`config.mk`:
```
export PLATFORM = sky130hd
export DESIGN_NAME = frame_header_deframer
export DESIGN_NICKNAME = d
export VERILOG_FILES = /design/src/hdl/fhd_pkg.sv /design/src/hdl/fhd_front.sv /design/src/hdl/fhd_queue.sv /design/src/hdl/fhd_back.sv /design/src/hdl/frame_header_deframer.sv
export SDC_FILE = /design/constraint.sdc
export NUM_CORES = 1
export LEC_CHECK = 0
export BUFFER_PORTS_ARGS = -buffer_cell sky130_fd_sc_hd__clkbuf_2
export CAP_MARGIN = 25
export CORE_AREA = 4 4 311 313
export CTS_BUF_LIST = sky130_fd_sc_hd__clkbuf_16
export CTS_CLUSTER_SIZE = 24
export DETAILED_ROUTE_END_ITERATION = 7
export DIE_AREA = 0 0 315 317
export PLACE_DENSITY = 0.71
export SYNTH_ARGS = -nofsm -noshare
export SYNTH_HDL_FRONTEND = slang
export SYNTH_SLANG_ARGS = --single-unit
```
`constraint.sdc`:
```
create_clock -name clk -period 14.5 [get_ports clk]
set_clock_uncertainty 0.05 [all_clocks]
set_input_delay 0.725 -clock clk [delete_from_list [all_inputs] [get_ports clk]]
set_output_delay 0.725 -clock clk [all_outputs]
set_load 0.05 [all_outputs]
```
`src/hdl/fhd_pkg.sv`:
```
package fhd_pkg;

	localparam int unsigned HEADER_BYTES = 22;
	localparam int unsigned POS_W        = 17;
	localparam logic [POS_W-1:0] POS_MAX = {POS_W{1'b1}};

	// header byte offsets at which each field begins
	localparam int unsigned OFF_VERSION = 2;
	localparam int unsigned OFF_FLAGS   = 3;
	localparam int unsigned OFF_SEQ     = 12;
	localparam int unsigned OFF_ACK     = 16;
	localparam int unsigned OFF_LENGTH  = 20;

	localparam int unsigned QUEUE_DEPTH = 4;
	localparam int unsigned QUEUE_AW    = $clog2(QUEUE_DEPTH);

	localparam logic KIND_PAYLOAD = 1'b0;
	localparam logic KIND_STATUS  = 1'b1;

	localparam int unsigned CFG_INDEX_W = 2;
	localparam int unsigned CFG_DATA_W  = 16;

	typedef enum logic [CFG_INDEX_W-1:0] {
		REG_MAGIC   = 2'd0,
		REG_VERSION = 2'd1,
		REG_MAX_LEN = 2'd2
	} cfg_reg_t;

	typedef enum logic [2:0] {
		ST_OK          = 3'd0,
		ST_TOO_SHORT   = 3'd1,
		ST_BAD_MAGIC   = 3'd2,
		ST_BAD_VERSION = 3'd3,
		ST_BAD_LENGTH  = 3'd4
	} status_t;

	typedef struct packed {
		logic [7:0] data_byte;
		logic       end_of_datagram;
	} in_item_t;

	typedef struct packed {
		logic        result_kind;
		logic [7:0]  payload_byte;
		logic [2:0]  status;
		logic [63:0] session_id;
		logic [31:0] sequence_number;
		logic [31:0] ack_number;
		logic [7:0]  frame_flags;
		logic [15:0] payload_length;
		logic        last_of_frame;
	} out_item_t;

	// one queue entry: what a single accepted byte asks the back end to send
	typedef struct packed {
		logic       has_payload;
		logic [7:0] payload_byte;
		logic       has_status;
		out_item_t  status_item;
	} cmd_t;

	typedef struct packed {
		logic empty;
		logic full;
	} qstat_t;

endpackage

```
`src/hdl/fhd_front.sv`:
```
module fhd_front (
	input  logic                              clk,
	input  logic                              arst_n,
	input  logic                              in_valid,
	output logic                              in_stall,
	input  fhd_pkg::in_item_t                 in_item,
	input  logic                              cfg_valid,
	output logic                              cfg_ready,
	input  logic [fhd_pkg::CFG_INDEX_W-1:0]   cfg_index,
	input  logic [fhd_pkg::CFG_DATA_W-1:0]    cfg_data,
	input  fhd_pkg::qstat_t                   qstat,
	output logic                              push,
	output fhd_pkg::cmd_t                     push_cmd
);

	logic [15:0] exp_magic_q;
	logic [7:0]  exp_version_q;
	logic [15:0] max_len_q;

	logic [fhd_pkg::POS_W-1:0] pos_q;
	logic [15:0] magic_q;
	logic [7:0]  version_q;
	logic [7:0]  flags_q;
	logic [63:0] session_q;
	logic [31:0] seq_q;
	logic [31:0] ack_q;
	logic [15:0] len_q;

	logic [fhd_pkg::POS_W-1:0] pos_nxt;
	logic [15:0] magic_nxt;
	logic [7:0]  version_nxt;
	logic [7:0]  flags_nxt;
	logic [63:0] session_nxt;
	logic [31:0] seq_nxt;
	logic [31:0] ack_nxt;
	logic [15:0] len_nxt;

	logic in_header;
	logic accept;
	logic last;
	logic [fhd_pkg::POS_W-1:0] total_expected;
	fhd_pkg::status_t verdict;

	assign cfg_ready = 1'b1;
	assign in_stall  = qstat.full;
	assign accept    = in_valid && !qstat.full;
	assign last      = in_item.end_of_datagram;
	assign in_header = pos_q < fhd_pkg::POS_W'(fhd_pkg::HEADER_BYTES);

	always_ff @(posedge clk or negedge arst_n) begin
		if (!arst_n) begin
			exp_magic_q   <= '0;
			exp_version_q <= '0;
			max_len_q     <= '1;
		end else if (cfg_valid && cfg_ready) begin
			unique case (cfg_index)
				fhd_pkg::REG_MAGIC:   exp_magic_q   <= cfg_data;
				fhd_pkg::REG_VERSION: exp_version_q <= cfg_data[7:0];
				fhd_pkg::REG_MAX_LEN: max_len_q     <= cfg_data;
				default: ;
			endcase
		end
	end

	// header capture, shifting big-endian bytes into the field they belong to
	always_comb begin
		magic_nxt   = magic_q;
		version_nxt = version_q;
		flags_nxt   = flags_q;
		session_nxt = session_q;
		seq_nxt     = seq_q;
		ack_nxt     = ack_q;
		len_nxt     = len_q;
		if (in_header) begin
			priority if (pos_q < fhd_pkg::POS_W'(fhd_pkg::OFF_VERSION))
				magic_nxt = {magic_q[7:0], in_item.data_byte};
			else if (pos_q == fhd_pkg::POS_W'(fhd_pkg::OFF_VERSION))
				version_nxt = in_item.data_byte;
			else if (pos_q == fhd_pkg::POS_W'(fhd_pkg::OFF_FLAGS))
				flags_nxt = in_item.data_byte;
			else if (pos_q < fhd_pkg::POS_W'(fhd_pkg::OFF_SEQ))
				session_nxt = {session_q[55:0], in_item.data_byte};
			else if (pos_q < fhd_pkg::POS_W'(fhd_pkg::OFF_ACK))
				seq_nxt = {seq_q[23:0], in_item.data_byte};
			else if (pos_q < fhd_pkg::POS_W'(fhd_pkg::OFF_LENGTH))
				ack_nxt = {ack_q[23:0], in_item.data_byte};
			else
				len_nxt = {len_q[7:0], in_item.data_byte};
		end
		pos_nxt = (pos_q == fhd_pkg::POS_MAX) ? pos_q : pos_q + 1'b1;
	end

	assign total_expected = fhd_pkg::POS_W'(len_nxt) + fhd_pkg::POS_W'(fhd_pkg::HEADER_BYTES);

	always_comb begin
		priority if (pos_nxt < fhd_pkg::POS_W'(fhd_pkg::HEADER_BYTES))
			verdict = fhd_pkg::ST_TOO_SHORT;
		else if (magic_nxt != exp_magic_q)
			verdict = fhd_pkg::ST_BAD_MAGIC;
		else if (version_nxt != exp_version_q)
			verdict = fhd_pkg::ST_BAD_VERSION;
		else if (len_nxt > max_len_q || total_expected != pos_nxt)
			verdict = fhd_pkg::ST_BAD_LENGTH;
		else
			verdict = fhd_pkg::ST_OK;
	end

	always_comb begin
		push_cmd                  = '0;
		push_cmd.has_payload      = !in_header;
		push_cmd.payload_byte     = in_item.data_byte;
		push_cmd.has_status       = last;
		push_cmd.status_item.result_kind   = fhd_pkg::KIND_STATUS;
		push_cmd.status_item.status        = verdict;
		push_cmd.status_item.last_of_frame = 1'b1;
		if (verdict != fhd_pkg::ST_TOO_SHORT) begin
			push_cmd.status_item.session_id      = session_nxt;
			push_cmd.status_item.sequence_number = seq_nxt;
			push_cmd.status_item.ack_number      = ack_nxt;
			push_cmd.status_item.frame_flags     = flags_nxt;
			push_cmd.status_item.payload_length  = len_nxt;
		end
	end

	assign push = accept && (!in_header || last);

	always_ff @(posedge clk or negedge arst_n) begin
		if (!arst_n) begin
			pos_q     <= '0;
			magic_q   <= '0;
			version_q <= '0;
			flags_q   <= '0;
			session_q <= '0;
			seq_q     <= '0;
			ack_q     <= '0;
			len_q     <= '0;
		end else if (accept) begin
			if (last) begin
				pos_q     <= '0;
				magic_q   <= '0;
				version_q <= '0;
				flags_q   <= '0;
				session_q <= '0;
				seq_q     <= '0;
				ack_q     <= '0;
				len_q     <= '0;
			end else begin
				pos_q     <= pos_nxt;
				magic_q   <= magic_nxt;
				version_q <= version_nxt;
				flags_q   <= flags_nxt;
				session_q <= session_nxt;
				seq_q     <= seq_nxt;
				ack_q     <= ack_nxt;
				len_q     <= len_nxt;
			end
		end
	end

endmodule

```
`src/hdl/fhd_queue.sv`:
```
module fhd_queue (
	input  logic            clk,
	input  logic            arst_n,
	input  logic            push,
	input  fhd_pkg::cmd_t   push_cmd,
	input  logic            pop,
	output fhd_pkg::cmd_t   head,
	output fhd_pkg::qstat_t qstat
);

	fhd_pkg::cmd_t entry_q [fhd_pkg::QUEUE_DEPTH];
	logic [fhd_pkg::QUEUE_AW-1:0] wr_ptr_q;
	logic [fhd_pkg::QUEUE_AW-1:0] rd_ptr_q;
	logic [fhd_pkg::QUEUE_AW:0]   count_q;

	assign qstat.empty = count_q == '0;
	assign qstat.full  = count_q == (fhd_pkg::QUEUE_AW+1)'(fhd_pkg::QUEUE_DEPTH);
	assign head        = entry_q[rd_ptr_q];

	always_ff @(posedge clk) begin
		if (push)
			entry_q[wr_ptr_q] <= push_cmd;
	end

	always_ff @(posedge clk or negedge arst_n) begin
		if (!arst_n) begin
			wr_ptr_q <= '0;
			rd_ptr_q <= '0;
			count_q  <= '0;
		end else begin
			if (push)
				wr_ptr_q <= wr_ptr_q + 1'b1;
			if (pop)
				rd_ptr_q <= rd_ptr_q + 1'b1;
			unique case ({push, pop})
				2'b10:   count_q <= count_q + 1'b1;
				2'b01:   count_q <= count_q - 1'b1;
				default: ;
			endcase
		end
	end

endmodule

```
`src/hdl/fhd_back.sv`:
```
module fhd_back (
	input  logic                clk,
	input  logic                arst_n,
	input  fhd_pkg::cmd_t       head,
	input  fhd_pkg::qstat_t     qstat,
	output logic                pop,
	output logic                res_valid,
	input  logic                res_stall,
	output fhd_pkg::out_item_t  res_item
);

	logic               res_valid_q;
	fhd_pkg::out_item_t res_item_q;
	logic               pay_done_q;
	logic               pay_done_nxt;
	logic               load;
	fhd_pkg::out_item_t emit;

	assign load      = !res_valid_q || !res_stall;
	assign res_valid = res_valid_q;
	assign res_item  = res_item_q;

	// a final byte past the header sends its payload first, then the status
	always_comb begin
		pop          = 1'b0;
		pay_done_nxt = pay_done_q;
		emit         = head.status_item;
		if (load && !qstat.empty) begin
			if (head.has_payload && !pay_done_q) begin
				emit              = '0;
				emit.result_kind  = fhd_pkg::KIND_PAYLOAD;
				emit.payload_byte = head.payload_byte;
				if (head.has_status)
					pay_done_nxt = 1'b1;
				else
					pop = 1'b1;
			end else begin
				pop          = 1'b1;
				pay_done_nxt = 1'b0;
			end
		end
	end

	always_ff @(posedge clk or negedge arst_n) begin
		if (!arst_n) begin
			res_valid_q <= 1'b0;
			pay_done_q  <= 1'b0;
		end else begin
			pay_done_q <= pay_done_nxt;
			if (load)
				res_valid_q <= !qstat.empty;
		end
	end

	always_ff @(posedge clk) begin
		if (load && !qstat.empty)
			res_item_q <= emit;
	end

endmodule

```
`src/hdl/frame_header_deframer.sv`:
```
// Channel  | Direction | Handshake              | Payload
// ---------+-----------+------------------------+------------------------------
// in       | input     | in_valid / in_stall    | in_item  (data_byte, end mark)
// res      | output    | res_valid / res_stall  | res_item (payload or status)
// cfg      | input     | cfg_valid / cfg_ready  | cfg_index, cfg_data
//
// One byte is taken per cycle while in_stall is low. A byte that yields a result
// is written into the command queue, then loaded into the output register.
// A final byte past the header yields two results, which the output stage
// sends one after the other; the four-entry command queue absorbs the extra one.
// in_stall rises only when the command queue is full; cfg_ready is always high.
// arst_n clears the byte counter, header capture, queue and output valid, and
// returns the registers to magic 0, version 0, max length 65535.
module frame_header_deframer (
	input  logic                              clk,
	input  logic                              arst_n,
	input  logic                              in_valid,
	output logic                              in_stall,
	input  fhd_pkg::in_item_t                 in_item,
	output logic                              res_valid,
	input  logic                              res_stall,
	output fhd_pkg::out_item_t                res_item,
	input  logic                              cfg_valid,
	output logic                              cfg_ready,
	input  logic [fhd_pkg::CFG_INDEX_W-1:0]   cfg_index,
	input  logic [fhd_pkg::CFG_DATA_W-1:0]    cfg_data
);

	// front end -> queue
	logic            push;
	fhd_pkg::cmd_t   push_cmd;
	// queue -> both ends
	fhd_pkg::qstat_t qstat;
	fhd_pkg::cmd_t   head;
	logic            pop;

	// parses the header, holds the registers and judges the frame on its end mark
	fhd_front u_front (
		.clk       (clk),
		.arst_n    (arst_n),
		.in_valid  (in_valid),
		.in_stall  (in_stall),
		.in_item   (in_item),
		.cfg_valid (cfg_valid),
		.cfg_ready (cfg_ready),
		.cfg_index (cfg_index),
		.cfg_data  (cfg_data),
		.qstat     (qstat),
		.push      (push),
		.push_cmd  (push_cmd)
	);

	// decouples parsing from output backpressure
	fhd_queue u_queue (
		.clk      (clk),
		.arst_n   (arst_n),
		.push     (push),
		.push_cmd (push_cmd),
		.pop      (pop),
		.head     (head),
		.qstat    (qstat)
	);

	// expands each command into one or two result transactions
	fhd_back u_back (
		.clk       (clk),
		.arst_n    (arst_n),
		.head      (head),
		.qstat     (qstat),
		.pop       (pop),
		.res_valid (res_valid),
		.res_stall (res_stall),
		.res_item  (res_item)
	);

endmodule

```
After elaboration in Yosys (flattened, before gate mapping)
Memory sizes are Yosys's and may differ from the RTL's.
Index checks and enable logic that the tools add are counted.
- register bits: 407
- latch bits: 0
- bits in writable memories: 660
- memory bits (read-only): 0
- input port bits: 32
- output and inout bits: 168
- word-level logic and storage cells: 129
- memories: 1
- add/sub/neg operators: 6
- $mul: 0
- div/mod/pow operators: 0
- magnitude comparators: 7
- equal/unequal tests: 13
- shift operators: 0
- mux-type cells: 57
- bitwise operators: 0
- reduce and logical (&&, ||, !) cells: 20
- memories (memory ; depth ; width ; rd ports ; clocked after Yosys merged registers in ; wr ports ; line ; source):
    u_queue.entry_q ; 4 ; 165 ; 1 ; 0 ; 1 ; fhd_queue.sv:11 ; fhd_pkg::cmd_t entry_q [fhd_pkg::QUEUE_DEPTH];
- operators by type and width (kind ; count):
    $mux W32 ; 15
    $mux W64 ; 6
    $mux W16 ; 11
    $mux W164 ; 1
    $mux W152 ; 1
    $mux W8 ; 9
    $lt A17 B5 Y1 const B ; 4
    $eq A17 B2 Y1 const B ; 2
    $mux W17 ; 2
    $add A16 B5 Y17 const B ; 1
    $add A17 B1 Y17 const B ; 1
    $eq A17 B17 Y1 const B ; 1
    $lt A17 B2 Y1 const B ; 1
    $lt A17 B4 Y1 const B ; 1
    $ne A17 B17 Y1 ; 1
    $gt A16 B16 Y1 ; 1
    $ne A16 B16 Y1 ; 1
    $mux W3 ; 4
    $ne A8 B8 Y1 ; 1
    $reduce_and A2 Y1 ; 4
    $mux W1 ; 7
    $logic_not A1 Y1 ; 6
    $pmux W3 S2 ; 1
    $add A2 B1 Y2 const B ; 2
    12 further kinds ; 19

Depth between registers and ports, before layout
Gate-level depths: netlist (run 1).
- depth after elaboration: 17
- depth in mapped cells: 15
- mapped depth without buffers: 13

Hierarchy
Synthesis (run 1) repeated with hierarchy kept, for this count alone.
- cell total of the unflattened synthesis: 2779
- area total of the unflattened synthesis: 45459.8 sq um
- modules (own cells, without submodules) (module ; instances ; cells each ; area each (sq um) ; seq. area each (sq um)):
    fhd_queue ; 1 ; 952 ; 25650.9 ; 21195.3
    fhd_front ; 1 ; 1470 ; 13446.6 ; 5850.6
    fhd_back ; 1 ; 357 ; 6362.4 ; 5004.8

Least setup slack after synthesis (run 1)
Ideal clock, no wire load.
- kind: register -> register
- start point: reg u_back.res_valid_q, in the netlist u_back.res_valid
- end point: reg u_queue.count_q[2] (netlist name)
- setup time: 0.079 ns
- data arrival time: 10.366 ns
- required time: 14.371 ns
- path slack: 4.005 ns
- stages on the path, launching flop included: 9
- buffers on the path: 0
- clock period less this slack: 10.495 ns
- path through: dfrtp_1 -> a21oi_1 -> a21boi_0 -> ha_1 -> inv_1 -> fa_1 -> xor2_1 -> nor2_1 -> xor2_1
- word-level cells in the longest chain between the ends: 6
- elaborated cells on any way between the ends: 8
- classes of those cells: 2 x eq/ne; 2 x mux; 4 x reduce/logical
- RTL lines (item ; line ; source):
    start, declared ; fhd_back.sv:12 ; logic res_valid_q;
    start signal, assigned ; fhd_back.sv:51 ; res_valid_q <= !qstat.empty;
    $logic_not A1 Y1 (*) ; fhd_back.sv:19 ; assign load = !res_valid_q || !res_stall;
    $logic_or A1 B1 Y1 (*) ; fhd_back.sv:19 ;
    $logic_and A1 B1 Y1 (*) ; fhd_back.sv:28 ; if (load && !qstat.empty) begin
    $mux W1 (*) ; fhd_back.sv:28 ;
    named net pop ; frame_header_deframer.sv:35 ; logic pop;
    $eq A2 B1 Y1 or $eq A2 B2 Y1 (tied branches) ; fhd_queue.sv:35 ; unique case ({push, pop})
    $pmux W3 S2 or $reduce_bool A2 Y1 (tied branches) ; -- ;
    end signal, assigned ; fhd_queue.sv:36 ; 2'b10: count_q <= count_q + 1'b1;
    end signal, assigned ; fhd_queue.sv:37 ; 2'b01: count_q <= count_q - 1'b1;
    end, declared ; fhd_queue.sv:14 ; logic [fhd_pkg::QUEUE_AW:0] count_q;
The timed path passes the listed nets; every way through them passes the cells marked *.
A chain may end at the register's enable or synchronous reset.

==> results by group, run 1 <==
Run status
  • Status: completed

Drt
  • Drt drc: 0
  • Remaining antenna violation count after routing: 0
  • Wire length on met2: approximately 50,000 µm
  • Met3 WL: roughly 6700 µm
  • Vias per cell: between 5 and 6
  • Iter 0 DRT Violations: between 2k and 3k
  • Pre-antenna DRT Iters: 6
  • Detailed-route via count: 26.3k
  • Met1 WL: 43,100 µm
  • Top Layer Used: met5
  • Final WL: just over 100,000 µm
  • Wire per inst: roughly 22 µm

Global route
  • Global Route Usage Sum: between 20 and 25%
  • Initial antenna violation count: 3
  • Global-route wire length before repair: about 160,000 µm
  • Vias in the first global route: ~27k
  • Global route overflow: 0
  • Pin count of the biggest net entering global routing: 127

STA
  • Max-slew violations: 0
  • Final setup fails: 0
  • Setup TNS: 0 ps
  • Slew headroom: 33.7%
  • Worst Max-Slew Pin Slew: around 1000 ps
  • Fin crit share: about two fifths
  • Final Hold Violating Endpoints: 0
  • Min Tclk post-route: 5560 ps
  • RSZ-0062 raised after global routing: no
  • Fmax: ~0.18 GHz

Critical path
  • WP buf/inv: 2
  • Worst R2R End: u_queue.entry_q[3][130]$_DFFE_PP_
  • Worst Path Arrival: slightly below 6000 ps
  • R2r setup slk: approximately 9000 ps
  • Crit-path max FO: 67
  • Crit path capture type: flip-flop
  • CP most frequent cell: buf_4
  • CP top delay family: simple AND/OR/NAND/NOR gates
  • Crit path kind: flip-flop to flip-flop
  • Startpoint types: flip-flop
  • CP max stage cell: buf_4
  • Worst Reg-to-Reg Cells: 11
  • Levels on crit path: 11
  • RR Startpoint: u_front.pos_q[1]$_DFFE_PN0P_
  • Critical Path Max Stage Delay: around 860 ps
  • Crit path required time: roughly 15,000 ps
  • End of the critical path: u_queue.entry_q[3][130]$_DFFE_PP_
  • Worst setup path startpoint: u_front.pos_q[1]$_DFFE_PN0P_
  • Critical Path, Cell by Cell: ha_1 -> nand3_1 -> nor4_2 -> nand4_1 -> xor2_1 -> and4_1 -> o21ai_0 -> nor4_4 -> buf_4 -> buf_4 -> a21oi_1

Power
  • Clock network power share: around 22%
  • Net Sw Frac: 37.1%
  • Power Density: 237 mW/mm²
  • Leakage: between 15 and 20 nW
  • Psw: around 4.4 mW
  • Comb pwr share: roughly a third
  • Peak supply drop: around 0.13 mV
  • Cell Int Power: approximately 7.5 mW
  • Sequential cell fraction of total power: between 40 and 50%

CTS
  • TritonCTS clock tree: done
  • Htree depth: 3
  • Clk_lat worst skew: around 700 ps
  • CTS root buf: clkbuf_16
  • Clock transition at path regs: 60 ps
  • Clk buf depth: 3
  • CTS sink count: roughly 1.1k
  • Post-CTS Resized: 0
  • CTS Buf Count: roughly 110
  • Post-CTS setup buffer count: 0
  • Cts hold-fix bufs: 0

Logic synthesis
  • Mean Syn Cell Area: 14.6 µm²
  • Area leader, netlist: edfxtp_1
  • Post-Syn Nets: between 3k and 4k
  • Post-synthesis sequential area ratio: between 60% and 70%
  • Top-area cell type share of the netlist area: 55.4%
  • Top cells by area, synth: edfxtp_1, dfrtp_1, mux4_2, nand2_1, a21boi_0
  • Syn. warnings: 0
  • Async S/R FF share, synth: between 20% and 30%
  • Post-synth EDFFs: between 800 and 900
  • Distinct cell type count after synthesis: 74
  • Flops & latches, synth: roughly 1.1k
  • Synth Instances: slightly above 3k
  • Post-Syn Area: roughly 0.045 mm²
  • Top_reg_cell synth: edfxtp_1

Layout
  • Nets: between 3k and 4k
  • Most frequent cells in the layout: edfxtp_1, nand2_1, dfrtp_1
  • Utilization after layout: a little over half
  • Area delta synth->final: 12.7%
  • Fraction of layout cells with a size suffix above 1: about a fifth
  • Multi-input logic area: about 0.013 mm²
  • Final instance area: just over 0.05 mm²
  • Filler Cells Inserted: approximately 7.6k
  • Most common cell after layout, fill and taps aside: edfxtp_1
  • Register area: roughly 0.031 mm²

Die
  • Number of I/O pins: 200
  • Vert. Die Dim: between 300 and 400 µm
  • Core area: around 0.094 mm²
  • Row Count: roughly 110
  • Initial Util: 47.4%
  • Die area: between 0.09 and 0.1 mm²
  • Die X-Extent: 315 µm

Placement
  • DP Wirelength: 59,500 µm
  • Placed Area: about 0.047 mm²
  • Global placement routability congestion: between 0.9 and 1
  • Count of input and output buffers: about 200

Flow run
  • Max Cap Violations: 0

Min path
  • HP Class: input pin to asynchronous set/reset pin
layout make-up:
type,instances,share of cell area [%]
Tap cell,1265,3.14
Timing Repair Buffer,246,2.82
Inverter,51,0.383
Sequential cell,1066,61.2
Antenna cell,2,0.00994
Clock inverter,89,1.41
Multi-Input combinational cell,1759,25.6
Clock buffer,108,5.37
power by group through the flow:
stage               combinational, mW  sequential, mW  clock (mW)
global route                     4.48            5.26        2.87
detailed placement               4.16            5.23           0
finish                           4.12            5.17        2.67
global placement                 4.10            5.19           0
CTS                              4.18            5.17        2.73
floorplan                        2.27            5.97           0
state kept, by name, indices dropped and copies added (netlist names):
signal	cells
u_back.pay_done_q	1
u_back.res_item	164
u_back.res_valid	1
u_front.ack_q	32
u_front.exp_magic_q	16
u_front.exp_version_q	8
u_front.flags_q	8
u_front.len_q	16
u_front.magic_q	16
u_front.max_len_q	16
u_front.pos_q	17
u_front.seq_q	32
u_front.session_q	64
u_front.version_q	8
u_queue.count_q	3
u_queue.entry_q	660
u_queue.rd_ptr_q	2
u_queue.wr_ptr_q	2
synth_stat cells (6+ instances only):
cell type / number
and3_1: 15
or3_1: 6
mux4_2: 165
a22oi_1: 27
buf_1: 19
and2_1: 15
clkbuf_1: 144
mux2_2: 36
edfxtp_1: 824
dfstp_2: 16
buf_2: 17
a21oi_1: 159
xnor2_1: 21
o22ai_1: 6
dfrtp_1: 226
nor2b_1: 162
nand3_1: 27
o211ai_1: 8
and4_1: 7
a21boi_0: 137
o21ai_0: 189
nand2_1: 480
nand4_1: 20
nor3_1: 16
xor2_1: 27
o21ai_1: 22
nor2_1: 64
inv_1: 50
ha_1: 23
nor4_1: 17
mux2i_1: 42
cell families after synthesis:
group / synth area share [%]
xor gates and xnor gates: 1.04
other: 0.00839
adders and majority gates: 0.689
and+or+nand+nor: 9.07
buffers and inverters: 2.34
muxes: 10.2
AOI/OAI and AO/OA: 7.71
DFF: 69.0
metal layers:
layer  global-route usage (%)  up-vias
li1                         -    11800
met3                     3.49      172
met4                     7.10        2
met2                     33.9      901
met1                     28.6    13400
met5                        0        -
worst min-delay path by stage:
stage	from	endpoint	slack [ps]	depth (start not counted)
floorplan	arst_n	u_back.pay_done_q$_DFFE_PN0P_	380	0
global placement	u_front.version_q[7]$_DFFE_PN0P_	u_front.version_q[7]$_DFFE_PN0P_	410	2
detailed placement	u_front.version_q[6]$_DFFE_PN0P_	u_front.version_q[6]$_DFFE_PN0P_	420	2
CTS	arst_n	u_front.exp_magic_q[15]$_DFFE_PN0P_	110	1
global route	arst_n	u_front.len_q[10]$_DFFE_PN0P_	120	1
finish	arst_n	u_front.len_q[10]$_DFFE_PN0P_	80	1
metrics by stage:
stage	hold WS, ps	worst slack [ps]	power (mW)	cells
after floorplan	379	4010	8.24	3071
after global placement	407	9150	9.29	4385
after detailed placement	417	9070	9.38	4385
after CTS	107	9040	12.1	4582
after global routing	124	8610	12.6	4584
final	81.7	8940	12.0	4586
Power figures use the tool's default switching activity.
==> inputs of run 2 (changes only) <==
clock period = 5.3 ns   (was 14.5 ns; I/O delays follow)
==> results by group, run 2 (synthesis results as in run 1) <==
Run status
  • Status: completed

CTS
  • Clk_lat worst skew: 700 ps (+20 ps)
  • Post-CTS Resized: 0 (unchanged)
  • CTS root buf: clkbuf_16
  • Clk buf depth: 3 (unchanged)
  • CTS Buf Count: 105 (unchanged)
  • Htree depth: 3 (unchanged)
  • CTS sink count: 1,066 (unchanged)
  • Cts hold-fix bufs: 20 (+20)
  • TritonCTS clock tree: done
  • Post-CTS setup buffer count: 0 (unchanged)
  • Clock transition at path regs: 60 ps (about the same)

Power
  • Power Density: 646 mW/mm² (+170%)
  • Total power: 32.7 mW (+170%)
  • Leakage: 18.5 nW (+0.60%)
  • Peak supply drop: 0.518 mV (+310%)

Layout
  • Largest Register: u_queue.entry_q
  • Number of antenna diodes: 0 (-2)
  • Most common cell after layout, fill and taps aside: edfxtp_1
  • Area delta synth->final: 13.2%
  • Nets: 3,320 (+1.1%)
  • Most frequent cells in the layout: edfxtp_1, nand2_1, dfrtp_1
  • Utilization after layout: 53.7% (+0.28 points)
  • Max reg flops: 660 (unchanged)
  • Filler Cells Inserted: 7,546 (-0.47%)
  • Fraction of layout cells with a size suffix above 1: 19.4% (+0.50 points)

Placement
  • Global placement routability congestion: 0.880 (-3.2%)
  • DP Wirelength: 60,500 µm (+1.7%)
  • Count of input and output buffers: 198 (unchanged)

Drt
  • Vias per cell: 5.68 (-1.0%)
  • Detailed-route via count: 26.2k (-0.23%)
  • Final WL: 103,000 µm (-0.18%)
  • Iter 0 DRT Violations: 2,689 (-1.2%)
  • Pre-antenna DRT Iters: 5 (-1)
  • Remaining antenna violation count after routing: 0 (unchanged)
  • Drt drc: 0 (unchanged)
  • Wire per inst: 22.3 µm (-0.96%)

Critical path
  • CP max stage cell: dfrtp_1
  • Startpoint types: flip-flop
  • Crit path capture type: flip-flop
  • Crit path kind: flip-flop to flip-flop
  • Worst Path Arrival: 5030 ps (-820 ps)
  • Crit path required time: 5650 ps (-9140 ps)
  • Crit-path max FO: 18 (-73%)
  • Critical Path Max Stage Delay: 630 ps (-230 ps)
  • Critical Path, Cell by Cell: or4bb_1 -> nor4_2 -> buf_4 -> mux2i_1 -> inv_1 -> ha_1 -> nand4_1 -> or3_1 -> o221ai_1 -> o21ai_0 -> nor4b_1 -> a311oi_1

Global route
  • Global Route Usage Sum: 20.6% (-0.15 points)
  • Vias in the first global route: 26.2k (-1.8%)
  • Met1 Usage GRT: 28.6% (+0.032 points)
  • Global route overflow: 0 (unchanged)
  • Initial antenna violation count: 0 (-3)
  • Gr busiest metal: met2
  • M3 GR Usage: 3.22% (-0.27 points)
  • Pin count of the biggest net entering global routing: 166 (+31%)
  • Global-route wire length before repair: 159,000 µm (-0.86%)
  • GR Util met2: 34.1% (+0.18 points)

STA
  • RSZ-0062 raised after global routing: no
  • Final Hold Violating Endpoints: 0 (unchanged)
  • Fin crit share: 88.2% (+50 points)
  • Fmax: 0.214 GHz (+19%)
  • Setup TNS: 0 ps (unchanged)
  • Worst Max-Slew Pin Slew: 1000 ps (+8.30 ps)
  • Max-slew violations: 0 (unchanged)
  • Final setup fails: 0 (unchanged)
  • Slew headroom: 33.1% (-0.55 points)
  • Min Tclk post-route: 4680 ps (-885 ps)

Die
  • Core area: 0.0943 mm² (unchanged)
  • Vert. Die Dim: 317 µm (unchanged)
  • Initial Util: 47.4% (unchanged)
  • Row Count: 113 (unchanged)
  • Number of I/O pins: 200 (unchanged)
  • Die area: 0.0999 mm² (unchanged)
  • Die X-Extent: 315 µm (unchanged)

Min path
  • HP Class: input pin to flip-flop

Flow run
  • Max Cap Violations: 0 (unchanged)
[run 2: worst max-delay path, delay by kind of cell, from the launching register on]
| family | cells | cell delay [ps] |
|---|---|---|
| multiplexers | 1 | 370 |
| AO/OA/AOI/OAI | 3 | 850 |
| AND/OR/NAND/NOR | 5 | 1800 |
| flip-flops | 1 | 630 |
| buffers and inverters | 2 | 390 |
| adder cells (fa/ha/maj) | 1 | 300 |
[run 2: through the flow]
step | setup slack [ps] | hold WS [ps] | instance area [µm²] | std cells
2_1_floorplan | 258 | -80.6 | 44700 | 3071
3_3_place_gp | 757 | 324 | 47000 | 4401
3_5_place_dp | 764 | 321 | 47000 | 4401
4_1_cts | 694 | 19.4 | 50600 | 4621
5_1_grt | 204 | 45.4 | 50600 | 4622
6_report | 623 | 55.4 | 50600 | 4622
[run 2: power by group]
group	leakage [nW]	switching (mW)	internal, mW
Clock	1.75	3.17	4.06
Combinational	5.84	7.75	3.61
Sequential	10.9	1.33	12.8
[run 2: worst paths after layout]
path / end / depth (start not counted) / from / slack (ps)
max: u_queue.entry_q[0][154]$_DFFE_PP_ / 12 / u_front.pos_q[2]$_DFFE_PN0P_ / 620
min: u_queue.entry_q[2][161]$_DFFE_PP_ / 1 / in_item[6] / 60
max reg2reg: u_queue.entry_q[0][154]$_DFFE_PP_ / 12 / u_front.pos_q[2]$_DFFE_PN0P_ / 620
min reg2reg: u_front.version_q[3]$_DFFE_PN0P_ / 2 / u_front.version_q[3]$_DFFE_PN0P_ / 430
max in group asynchronous: u_front.session_q[58]$_DFFE_PN0P_ / 3 / arst_n / 3700
min in group asynchronous: u_front.exp_magic_q[3]$_DFFE_PN0P_ / 2 / arst_n / 180
[run 2: area by class of cell]
| cell class | instances | area (µm²) | area share (%) |
|---|---|---|---|
| clock inverter | 95 | 747 | 1.48 |
| timing repair buffer | 281 | 1730 | 3.41 |
| clock buffer | 105 | 2630 | 5.19 |
| sequential | 1066 | 30800 | 60.9 |
| multi-input combinational | 1759 | 12900 | 25.5 |
| tap | 1265 | 1580 | 3.13 |
| inverter | 51 | 193 | 0.381 |
[run 2: metal layers]
layer / part of all wire, % / up-vias
li1: - / 11900
met1: 42 / 13300
met2: 49 / 905
met3: 6.2 / 160
met4: 2.4 / 0
met5: 0 / -
